<file path="config.mk">
export PLATFORM = sky130hd
export DESIGN_NAME = segment_reorder_receiver_unit
export DESIGN_NICKNAME = d
export VERILOG_FILES = /design/src/rtl/srr_pkg.sv /design/src/rtl/segment_reorder_receiver_unit.sv /design/src/rtl/srr_cmp_unit.sv /design/src/rtl/srr_slot_store.sv
export SDC_FILE = /design/constraint.sdc
export NUM_CORES = 1
export LEC_CHECK = 0
export BUFFER_PORTS_ARGS = -buffer_cell sky130_fd_sc_hd__buf_4
export CAP_MARGIN = 20
export CORE_ASPECT_RATIO = 0.6
export CORE_MARGIN = 2
export CORE_UTILIZATION = 55
export DETAILED_ROUTE_END_ITERATION = 7
export PLACE_DENSITY = 0.74
export SLEW_MARGIN = 15
export SYNTH_ARGS = -nofsm -noshare
export SYNTH_HDL_FRONTEND = slang
export SYNTH_SLANG_ARGS = --single-unit
</file>
<file path="constraint.sdc">
create_clock -name clock -period 7.4 [get_ports clock]
set_input_delay 1.11 -clock clock [delete_from_list [all_inputs] [get_ports clock]]
set_output_delay 1.11 -clock clock [all_outputs]
set_load 0.03 [all_outputs]
</file>
<file path="src/rtl/srr_pkg.sv">
// Shared types and constants for the segment reorder receiver.
package srr_pkg;

   localparam int SEQ_W  = 31;
   localparam int SIZE_W = 11;
   localparam int TAG_W  = 8;

   localparam int DEF_REORDER_DEPTH = 16;
   localparam int DEF_MAX_PAYLOAD   = 1456;

   typedef enum logic [1:0] {
      KIND_DELIVER = 2'd0,
      KIND_ACK     = 2'd1,
      KIND_END     = 2'd2
   } kind_type;

   typedef struct packed {
      logic [SEQ_W-1:0]  seq_number;
      logic [SIZE_W-1:0] payload_size;
      logic [TAG_W-1:0]  payload_tag;
   } req_type;

   typedef struct packed {
      kind_type          kind;
      logic [SEQ_W-1:0]  position;
      logic [SIZE_W-1:0] out_size;
      logic [TAG_W-1:0]  out_tag;
      logic              last;
   } rsp_type;

   typedef struct packed {
      logic [SEQ_W-1:0]  seq;
      logic [SIZE_W-1:0] size;
      logic [TAG_W-1:0]  tag;
   } slot_type;

   typedef struct packed {
      logic clr_all;
      logic clr_one;
      logic set_one;
   } slot_ctl_type;

endpackage

</file>
<file path="src/rtl/segment_reorder_receiver_unit.sv">
// Segment reorder receiver: sequencer, expected offset and result register.
// An oversized item is dropped; an old item is answered with an ack and an end item with
// an end result; a future item is stored after a pass over the store (one slot a cycle).
// An expected item is delivered and then drains the stored segments that continue the stream:
// each delivery costs an output state, a store pass and a decision state.
// Held results stall the sequencer; synchronous reset empties the store and clears the offset.
module segment_reorder_receiver_unit
   import srr_pkg::*;
#(
   parameter int REORDER_DEPTH = DEF_REORDER_DEPTH,
   parameter int MAX_PAYLOAD   = DEF_MAX_PAYLOAD
) (
   input  logic    clock,
   input  logic    reset,
   input  logic    req_valid,
   output logic    req_ready,
   input  req_type req_data,
   output logic    rsp_valid,
   input  logic    rsp_ready,
   output rsp_type rsp_data
);

   localparam int IDX_W = $clog2(REORDER_DEPTH);
   localparam logic [IDX_W-1:0] LAST_IDX  = IDX_W'(REORDER_DEPTH - 1);
   localparam logic [IDX_W-1:0] DRAIN_MAX = IDX_W'(REORDER_DEPTH - 1);
   localparam logic [SIZE_W-1:0] MAX_SIZE = SIZE_W'(MAX_PAYLOAD);

   typedef enum logic [6:0] {
      ST_IDLE       = 7'b0000001,
      ST_CLASS      = 7'b0000010,
      ST_INS_SCAN   = 7'b0000100,
      ST_INS_WRITE  = 7'b0001000,
      ST_OUT        = 7'b0010000,
      ST_DRAIN_SCAN = 7'b0100000,
      ST_DRAIN_DEC  = 7'b1000000
   } state_type;

   state_type          state_ff, state_in;
   req_type            item_ff, item_in;
   logic [SEQ_W-1:0]   exp_ff, exp_in;
   rsp_type            res_ff, res_in;
   logic [IDX_W-1:0]   drained_ff, drained_in;
   logic               scan_run_ff, scan_run_in;
   logic [IDX_W-1:0]   scan_addr_ff, scan_addr_in;
   logic               cmp_vld_ff, cmp_vld_in;
   logic [IDX_W-1:0]   cmp_idx_ff, cmp_idx_in;
   logic               dup_ff, dup_in;
   logic               free_found_ff, free_found_in;
   logic [IDX_W-1:0]   free_idx_ff, free_idx_in;
   logic               hit_found_ff, hit_found_in;
   logic [SIZE_W-1:0]  hit_size_ff, hit_size_in;
   logic [TAG_W-1:0]   hit_tag_ff, hit_tag_in;
   logic [IDX_W-1:0]   hit_idx_ff, hit_idx_in;
   logic               rsp_valid_ff, rsp_valid_in;
   rsp_type            rsp_data_ff, rsp_data_in;

   slot_ctl_type             slot_ctl;
   logic [IDX_W-1:0]         slot_idx;
   slot_type                 slot_wr;
   slot_type                 slot_rd;
   logic [REORDER_DEPTH-1:0] slot_valid;
   logic [SEQ_W-1:0]         cmp_a, cmp_b;
   logic                     cmp_eq, cmp_lt;
   logic                     cur_valid;
   logic                     scan_end;

   srr_slot_store #(
      .REORDER_DEPTH(REORDER_DEPTH)
   ) u_store (
      .clock      (clock),
      .reset      (reset),
      .ctl        (slot_ctl),
      .idx        (slot_idx),
      .wr_data    (slot_wr),
      .rd_addr    (scan_addr_ff),
      .rd_data    (slot_rd),
      .slot_valid (slot_valid)
   );

   srr_cmp_unit u_cmp (
      .a  (cmp_a),
      .b  (cmp_b),
      .eq (cmp_eq),
      .lt (cmp_lt)
   );

   // The comparator classifies the item first, then checks one slot a cycle.
   assign cmp_a = (state_ff == ST_CLASS) ? item_ff.seq_number : slot_rd.seq;
   assign cmp_b = (state_ff == ST_INS_SCAN) ? item_ff.seq_number : exp_ff;

   assign cur_valid = cmp_vld_ff && slot_valid[cmp_idx_ff];
   assign scan_end  = cmp_vld_ff && (cmp_idx_ff == LAST_IDX);

   assign slot_wr.seq  = item_ff.seq_number;
   assign slot_wr.size = item_ff.payload_size;
   assign slot_wr.tag  = item_ff.payload_tag;

   always_comb begin
      state_in      = state_ff;
      item_in       = item_ff;
      exp_in        = exp_ff;
      res_in        = res_ff;
      drained_in    = drained_ff;
      scan_run_in   = scan_run_ff;
      scan_addr_in  = scan_addr_ff;
      cmp_vld_in    = scan_run_ff;
      cmp_idx_in    = scan_addr_ff;
      dup_in        = dup_ff;
      free_found_in = free_found_ff;
      free_idx_in   = free_idx_ff;
      hit_found_in  = hit_found_ff;
      hit_size_in   = hit_size_ff;
      hit_tag_in    = hit_tag_ff;
      hit_idx_in    = hit_idx_ff;
      rsp_valid_in  = rsp_valid_ff && !rsp_ready;
      rsp_data_in   = rsp_data_ff;
      slot_ctl      = '0;
      slot_idx      = cmp_idx_ff;

      // advance the read address while a pass is running
      if (scan_run_ff) begin
         if (scan_addr_ff == LAST_IDX) begin
            scan_run_in  = 1'b0;
            scan_addr_in = '0;
         end else begin
            scan_addr_in = scan_addr_ff + 1'b1;
         end
      end

      case (state_ff)
         ST_IDLE: begin
            if (req_valid) begin
               item_in  = req_data;
               state_in = ST_CLASS;
            end
         end
         ST_CLASS: begin
            if (item_ff.payload_size == '0) begin
               slot_ctl.clr_all = 1'b1;
               res_in = '{kind: KIND_END, position: exp_ff, out_size: '0,
                          out_tag: '0, last: 1'b1};
               state_in = ST_OUT;
            end else if (item_ff.payload_size > MAX_SIZE) begin
               state_in = ST_IDLE;
            end else if (cmp_lt) begin
               res_in = '{kind: KIND_ACK, position: exp_ff, out_size: '0,
                          out_tag: '0, last: 1'b1};
               state_in = ST_OUT;
            end else if (!cmp_eq) begin
               scan_run_in   = 1'b1;
               scan_addr_in  = '0;
               dup_in        = 1'b0;
               free_found_in = 1'b0;
               state_in      = ST_INS_SCAN;
            end else begin
               res_in = '{kind: KIND_DELIVER, position: item_ff.seq_number,
                          out_size: item_ff.payload_size,
                          out_tag: item_ff.payload_tag, last: 1'b0};
               exp_in     = item_ff.seq_number + SEQ_W'(item_ff.payload_size);
               drained_in = '0;
               state_in   = ST_OUT;
            end
         end
         ST_INS_SCAN: begin
            if (cur_valid && cmp_eq) begin
               dup_in = 1'b1;
            end
            if (cmp_vld_ff && !slot_valid[cmp_idx_ff] && !free_found_ff) begin
               free_found_in = 1'b1;
               free_idx_in   = cmp_idx_ff;
            end
            if (scan_end) begin
               state_in = ST_INS_WRITE;
            end
         end
         ST_INS_WRITE: begin
            // drop duplicates and items that find the store full
            if (!dup_ff && free_found_ff) begin
               slot_ctl.set_one = 1'b1;
               slot_idx         = free_idx_ff;
            end
            state_in = ST_IDLE;
         end
         ST_OUT: begin
            if (!rsp_valid_ff || rsp_ready) begin
               rsp_valid_in = 1'b1;
               rsp_data_in  = res_ff;
               if (res_ff.last) begin
                  state_in = ST_IDLE;
               end else begin
                  scan_run_in  = 1'b1;
                  scan_addr_in = '0;
                  hit_found_in = 1'b0;
                  state_in     = ST_DRAIN_SCAN;
               end
            end
         end
         ST_DRAIN_SCAN: begin
            // purge stale slots and find the lowest slot that continues the stream
            if (cur_valid && cmp_lt) begin
               slot_ctl.clr_one = 1'b1;
            end else if (cur_valid && cmp_eq && !hit_found_ff) begin
               hit_found_in = 1'b1;
               hit_idx_in   = cmp_idx_ff;
               hit_size_in  = slot_rd.size;
               hit_tag_in   = slot_rd.tag;
            end
            if (scan_end) begin
               state_in = ST_DRAIN_DEC;
            end
         end
         ST_DRAIN_DEC: begin
            if (hit_found_ff && (drained_ff < DRAIN_MAX)) begin
               slot_ctl.clr_one = 1'b1;
               slot_idx         = hit_idx_ff;
               res_in = '{kind: KIND_DELIVER, position: exp_ff,
                          out_size: hit_size_ff, out_tag: hit_tag_ff,
                          last: 1'b0};
               exp_in     = exp_ff + SEQ_W'(hit_size_ff);
               drained_in = drained_ff + 1'b1;
            end else begin
               res_in = '{kind: KIND_ACK, position: exp_ff, out_size: '0,
                          out_tag: '0, last: 1'b1};
            end
            state_in = ST_OUT;
         end
         default: begin
            state_in = ST_IDLE;
         end
      endcase
   end

   always_ff @(posedge clock) begin
      if (reset) begin
         state_ff     <= ST_IDLE;
         exp_ff       <= '0;
         scan_run_ff  <= 1'b0;
         scan_addr_ff <= '0;
         cmp_vld_ff   <= 1'b0;
         rsp_valid_ff <= 1'b0;
      end else begin
         state_ff     <= state_in;
         exp_ff       <= exp_in;
         scan_run_ff  <= scan_run_in;
         scan_addr_ff <= scan_addr_in;
         cmp_vld_ff   <= cmp_vld_in;
         rsp_valid_ff <= rsp_valid_in;
      end
   end

   always_ff @(posedge clock) begin
      item_ff       <= item_in;
      res_ff        <= res_in;
      drained_ff    <= drained_in;
      cmp_idx_ff    <= cmp_idx_in;
      dup_ff        <= dup_in;
      free_found_ff <= free_found_in;
      free_idx_ff   <= free_idx_in;
      hit_found_ff  <= hit_found_in;
      hit_size_ff   <= hit_size_in;
      hit_tag_ff    <= hit_tag_in;
      hit_idx_ff    <= hit_idx_in;
      rsp_data_ff   <= rsp_data_in;
   end

   assign req_ready = (state_ff == ST_IDLE);
   assign rsp_valid = rsp_valid_ff;
   assign rsp_data  = rsp_data_ff;

endmodule

</file>
<file path="src/rtl/srr_cmp_unit.sv">
// Shared sequence number comparator used by every pass of the sequencer.
module srr_cmp_unit
   import srr_pkg::*;
(
   input  logic [SEQ_W-1:0] a,
   input  logic [SEQ_W-1:0] b,
   output logic             eq,
   output logic             lt
);

   assign eq = (a == b);
   assign lt = (a < b);

endmodule

</file>
<file path="src/rtl/srr_slot_store.sv">
// Reorder store: slot memory with registered read and per-slot valid flags.
module srr_slot_store
   import srr_pkg::*;
#(
   parameter int REORDER_DEPTH = DEF_REORDER_DEPTH,
   localparam int IDX_W = $clog2(REORDER_DEPTH)
) (
   input  logic                     clock,
   input  logic                     reset,
   input  slot_ctl_type             ctl,
   input  logic [IDX_W-1:0]         idx,
   input  slot_type                 wr_data,
   input  logic [IDX_W-1:0]         rd_addr,
   output slot_type                 rd_data,
   output logic [REORDER_DEPTH-1:0] slot_valid
);

   slot_type                 mem [REORDER_DEPTH];
   slot_type                 rd_data_ff;
   logic [REORDER_DEPTH-1:0] valid_ff;

   always_ff @(posedge clock) begin
      if (ctl.set_one) begin
         mem[idx] <= wr_data;
      end
      rd_data_ff <= mem[rd_addr];
   end

   always_ff @(posedge clock) begin
      if (reset) begin
         valid_ff <= '0;
      end else if (ctl.clr_all) begin
         valid_ff <= '0;
      end else if (ctl.clr_one) begin
         valid_ff[idx] <= 1'b0;
      end else if (ctl.set_one) begin
         valid_ff[idx] <= 1'b1;
      end
   end

   assign rd_data    = rd_data_ff;
   assign slot_valid = valid_ff;

endmodule
</file>
==> summary.txt <==
Outcome
  – Status: complete, no violations

Floorplan
  – Row Count: 79
  – Die ar.: 81430 sq um
  – Initial Util: 0.5585
  – Ports: 109
  – Core area: 77890 sq um
  – Die Y-Extent: 221.8 um
  – Die X: 367.1 um

Power
  – Sequential fraction of design power: 0.555
  – Max rail drop VDD: 0.0002589 V
  – Pwr dens: 256.1 nW/um^2
  – Leakage: 15.85 nW
  – Pwr Total: 12.59 mW
  – P_int: 10.02 mW
  – Clk pwr share: 0.417
  – Comb pwr share: 0.028
  – Switching share of power: 0.2044
  – Switching pwr: 2.573 mW

STA
  – Rel. slew slack: 0.2397
  – Achievable Freq: 168.5 MHz
  – Clock skew: 0.02839 ns
  – Minimum clock period: 5.933 ns
  – Setup TNS: 0 ns
  – Final hold vios: 0
  – Max-slew violations: 0
  – RSZ-0062 raised after global routing: false
  – Final setup vio count: 0
  – Part of the cycle the worst path needs: 0.8018
  – Worst-Margin Slew: 1.138 ns

Placement
  – Port Buffer Count: 108
  – Area after DPL: 45750 sq um
  – GPL Wtd Cong: 0.9440
  – DP HPWL: 61390 um

Setup path
  – Critical Path End Type: register
  – Startpoint types: register
  – Setup CP Type: reg -> reg
  – Worst Path Max Fanout: 39
  – CP max-delay cell: or4b_4
  – Crit path required time: 7.75 ns
  – Worst path cell trace: or4_1 -> or4b_4 -> clkinv_1 -> nand2_1 -> nand2_1 -> ha_1 -> a211oi_1 -> nor2_1 -> o31ai_1 -> a311oi_1 -> nor2_1 -> nor3_1 -> o21ai_4 -> buf_12
  – CP Data Arrival Time: 6.28 ns
  – CP peak stage delay: 0.81 ns

Clock tree
  – Total CTS buffers: 96
  – Post-CTS sizing: 0
  – Root buf cell: clkbuf_16
  – Number of setup buffers added after CTS: 0
  – CTS tree: built
  – CTS max path bufs: 3
  – Clock Sink Count: 1105
  – H-tree depth: 3
  – Hold Buf Count CTS: 0
  – Clock-pin slew on the worst setup and hold paths: 0.07 ns
  – Clk_lat worst skew: 0.69 ns

Detailed routing
  – DRT Pass-1 Iters: 6
  – Via density: 6.535
  – Wire per inst: 29.51 um
  – Detail Route Antenna Nets: 0
  – Iter 0 DRT Violations: 3174
  – Post-route DRC: 0
  – Via count: 23220
  – Final WL: 104900 um

Global route
  – Initial antenna violation count: 3
  – Aggregate global routing overflow: 0
  – First-pass GRT wire length: 154200 um
  – GRT Resource Usage Total: 0.2604
  – Number of global-route vias before repair: 22560
  – Pin count of the biggest net entering global routing: 87

Yosys
  – Syn. warnings: 0
  – Sequential share of the synthesized area: 0.7364
  – Synth Instances: 2269
  – Synthesized Nets: 2380
  – Yosys reg bits: 1105
  – Most used DFF post-synth: edfxtp_1
  – Number of distinct library cells after synthesis: 79
  – Post-synth EDFFs: 990
  – Avg Inst Size Synth: 19.17 sq um
  – Syn Std Cell Area: 43500 sq um
  – FFs w/ async S/R, synth: 0

Layout
  – Most common cell after layout, fill and taps aside: edfxtp_1
  – Final instance area: 49160 sq um
  – Area growth from synthesis to layout: 13.01%
  – Filler cells: 5303
  – Commonest cells after routing, fill and taps aside: 990 x edfxtp_1, 255 x mux4_2, 147 x buf_4
  – Ratio of cells with drive above 1 in the final layout: 0.2545
  – Layout net count: 2530

Job
  – Total of max-cap violations: 0

Min path
  – Worst min-delay path class: reg -> reg
-- path summary, 6_finish.rpt --
| kind | to | cells past startpoint | startpoint | slack [ns] |
|---|---|---|---|---|
| worst max-delay path | res_ff[15]$_DFFE_PP_ | 14 | state_ff[0]$_SDFFE_PP1P_ | 1.47 |
| worst min-delay path | hit_tag_ff[0]$_DFFE_PP_ | 0 | u_store.rd_data[0]$_DFF_P_ | 0.40 |
| worst max register to register | res_ff[15]$_DFFE_PP_ | 14 | state_ff[0]$_SDFFE_PP1P_ | 1.47 |
| worst min register to register | hit_tag_ff[0]$_DFFE_PP_ | 0 | u_store.rd_data[0]$_DFF_P_ | 0.40 |
-- Yosys cell counts (17+ instances only) --
cell type  number  area, sq um
a31oi_1        27        168.9
a22o_1         21        183.9
mux2_2         25        281.5
nand2_1       136        510.5
a21oi_1        58        290.3
clkbuf_1       69        259.0
mux4_2        255         5743
edfxtp_1      990        29730
xnor2_1        22        192.7
inv_1          21        78.83
dfxtp_1       115         2302
nor3_1         23        115.1
nor2_1         78        292.8
nand3_1        38        190.2
nand4_1        18        112.6
a21o_1         17        127.6
buf_1          26        97.59
o21ai_0        44        220.2
mux2i_1        31        310.3
ha_1           55        688.2
-- final cells by class --
cell class              instances  area [sq um]  share of cell area
diodes                          1         2.502          0.00005091
inverters                      23         87.58            0.001782
multi-input cells            1036         11120              0.2262
flip-flops and latches       1105         32040              0.6519
clock inverters                56         661.9             0.01347
well taps                    1053          1318             0.02680
repair buffers                157          1281             0.02606
clock buffers                 122          2645             0.05381
-- critical path: cells and delay by family (launching register included) --
kind            cells  cell delay (ns)
buf+inv             2             1.04
compound gates      4             1.46
flops               1             0.33
fa+ha+maj           1             0.24
simple gates        7             2.46
-- power groups by stage --
stage	Combinational, mW	Sequential (mW)	Clock (mW)
final	0.351	6.99	5.25
after global routing	0.381	7.00	5.57
after CTS	0.351	6.99	5.33
after detailed placement	0.349	7.13	0
after global placement	0.340	7.12	0
after floorplan	0.234	7.07	0
-- sequential cells by signal (all words and copies together), names as in the netlist, 4 cells and up, named ones only --
register         cells
state_ff             7
drained_ff           4
u_store.mem        800
u_store.rd_data     50
hit_tag_ff           8
cmp_idx_in           4
hit_idx_ff           4
free_idx_ff          4
exp_ff              31
rsp_data            53
item_ff             50
hit_size_ff         11
res_ff              53
cmp_idx_ff           4
-- per-layer routing --
| metal | share of wire | global-route usage | up-vias | wire [um] |
|---|---|---|---|---|
| met1 | 0.44 | 0.4167 | 12180 | 46230 |
| met2 | 0.44 | 0.3707 | 1298 | 46290 |
| met3 | 0.10 | 0.05563 | 137 | 10470 |
| met5 | 0.00012 | 0 | - | 13 |
| met4 | 0.018 | 0.05711 | 2 | 1855 |
| li1 | - | - | 9599 | - |
-- stage by stage --
stage               utilization  worst slack (ns)  std cells  hold slack [ns]
global placement         0.5874             1.714       3368           0.3899
finish                   0.6311             1.467       3553           0.4044
CTS                      0.6299             1.594       3547           0.4037
detailed placement       0.5874             1.618       3369           0.3887
global route             0.6311             1.172       3552           0.4110
floorplan                     -            0.8166       2269           0.3290
-- cell families (layout without fill, tap and decap cells) --
family,after synthesis,count (layout),synth area share
AND/OR/NAND/NOR,366,366,0.03987
adder cells (fa/ha/maj),57,57,0.01674
flip-flops,1105,1105,0.7364
multiplexers,320,320,0.1480
AO/OA/AOI/OAI,259,259,0.04050
other,0,1,0
XOR/XNOR,34,34,0.006846
buffers and inverters,128,358,0.01171
Power figures use the tool's default switching activity.
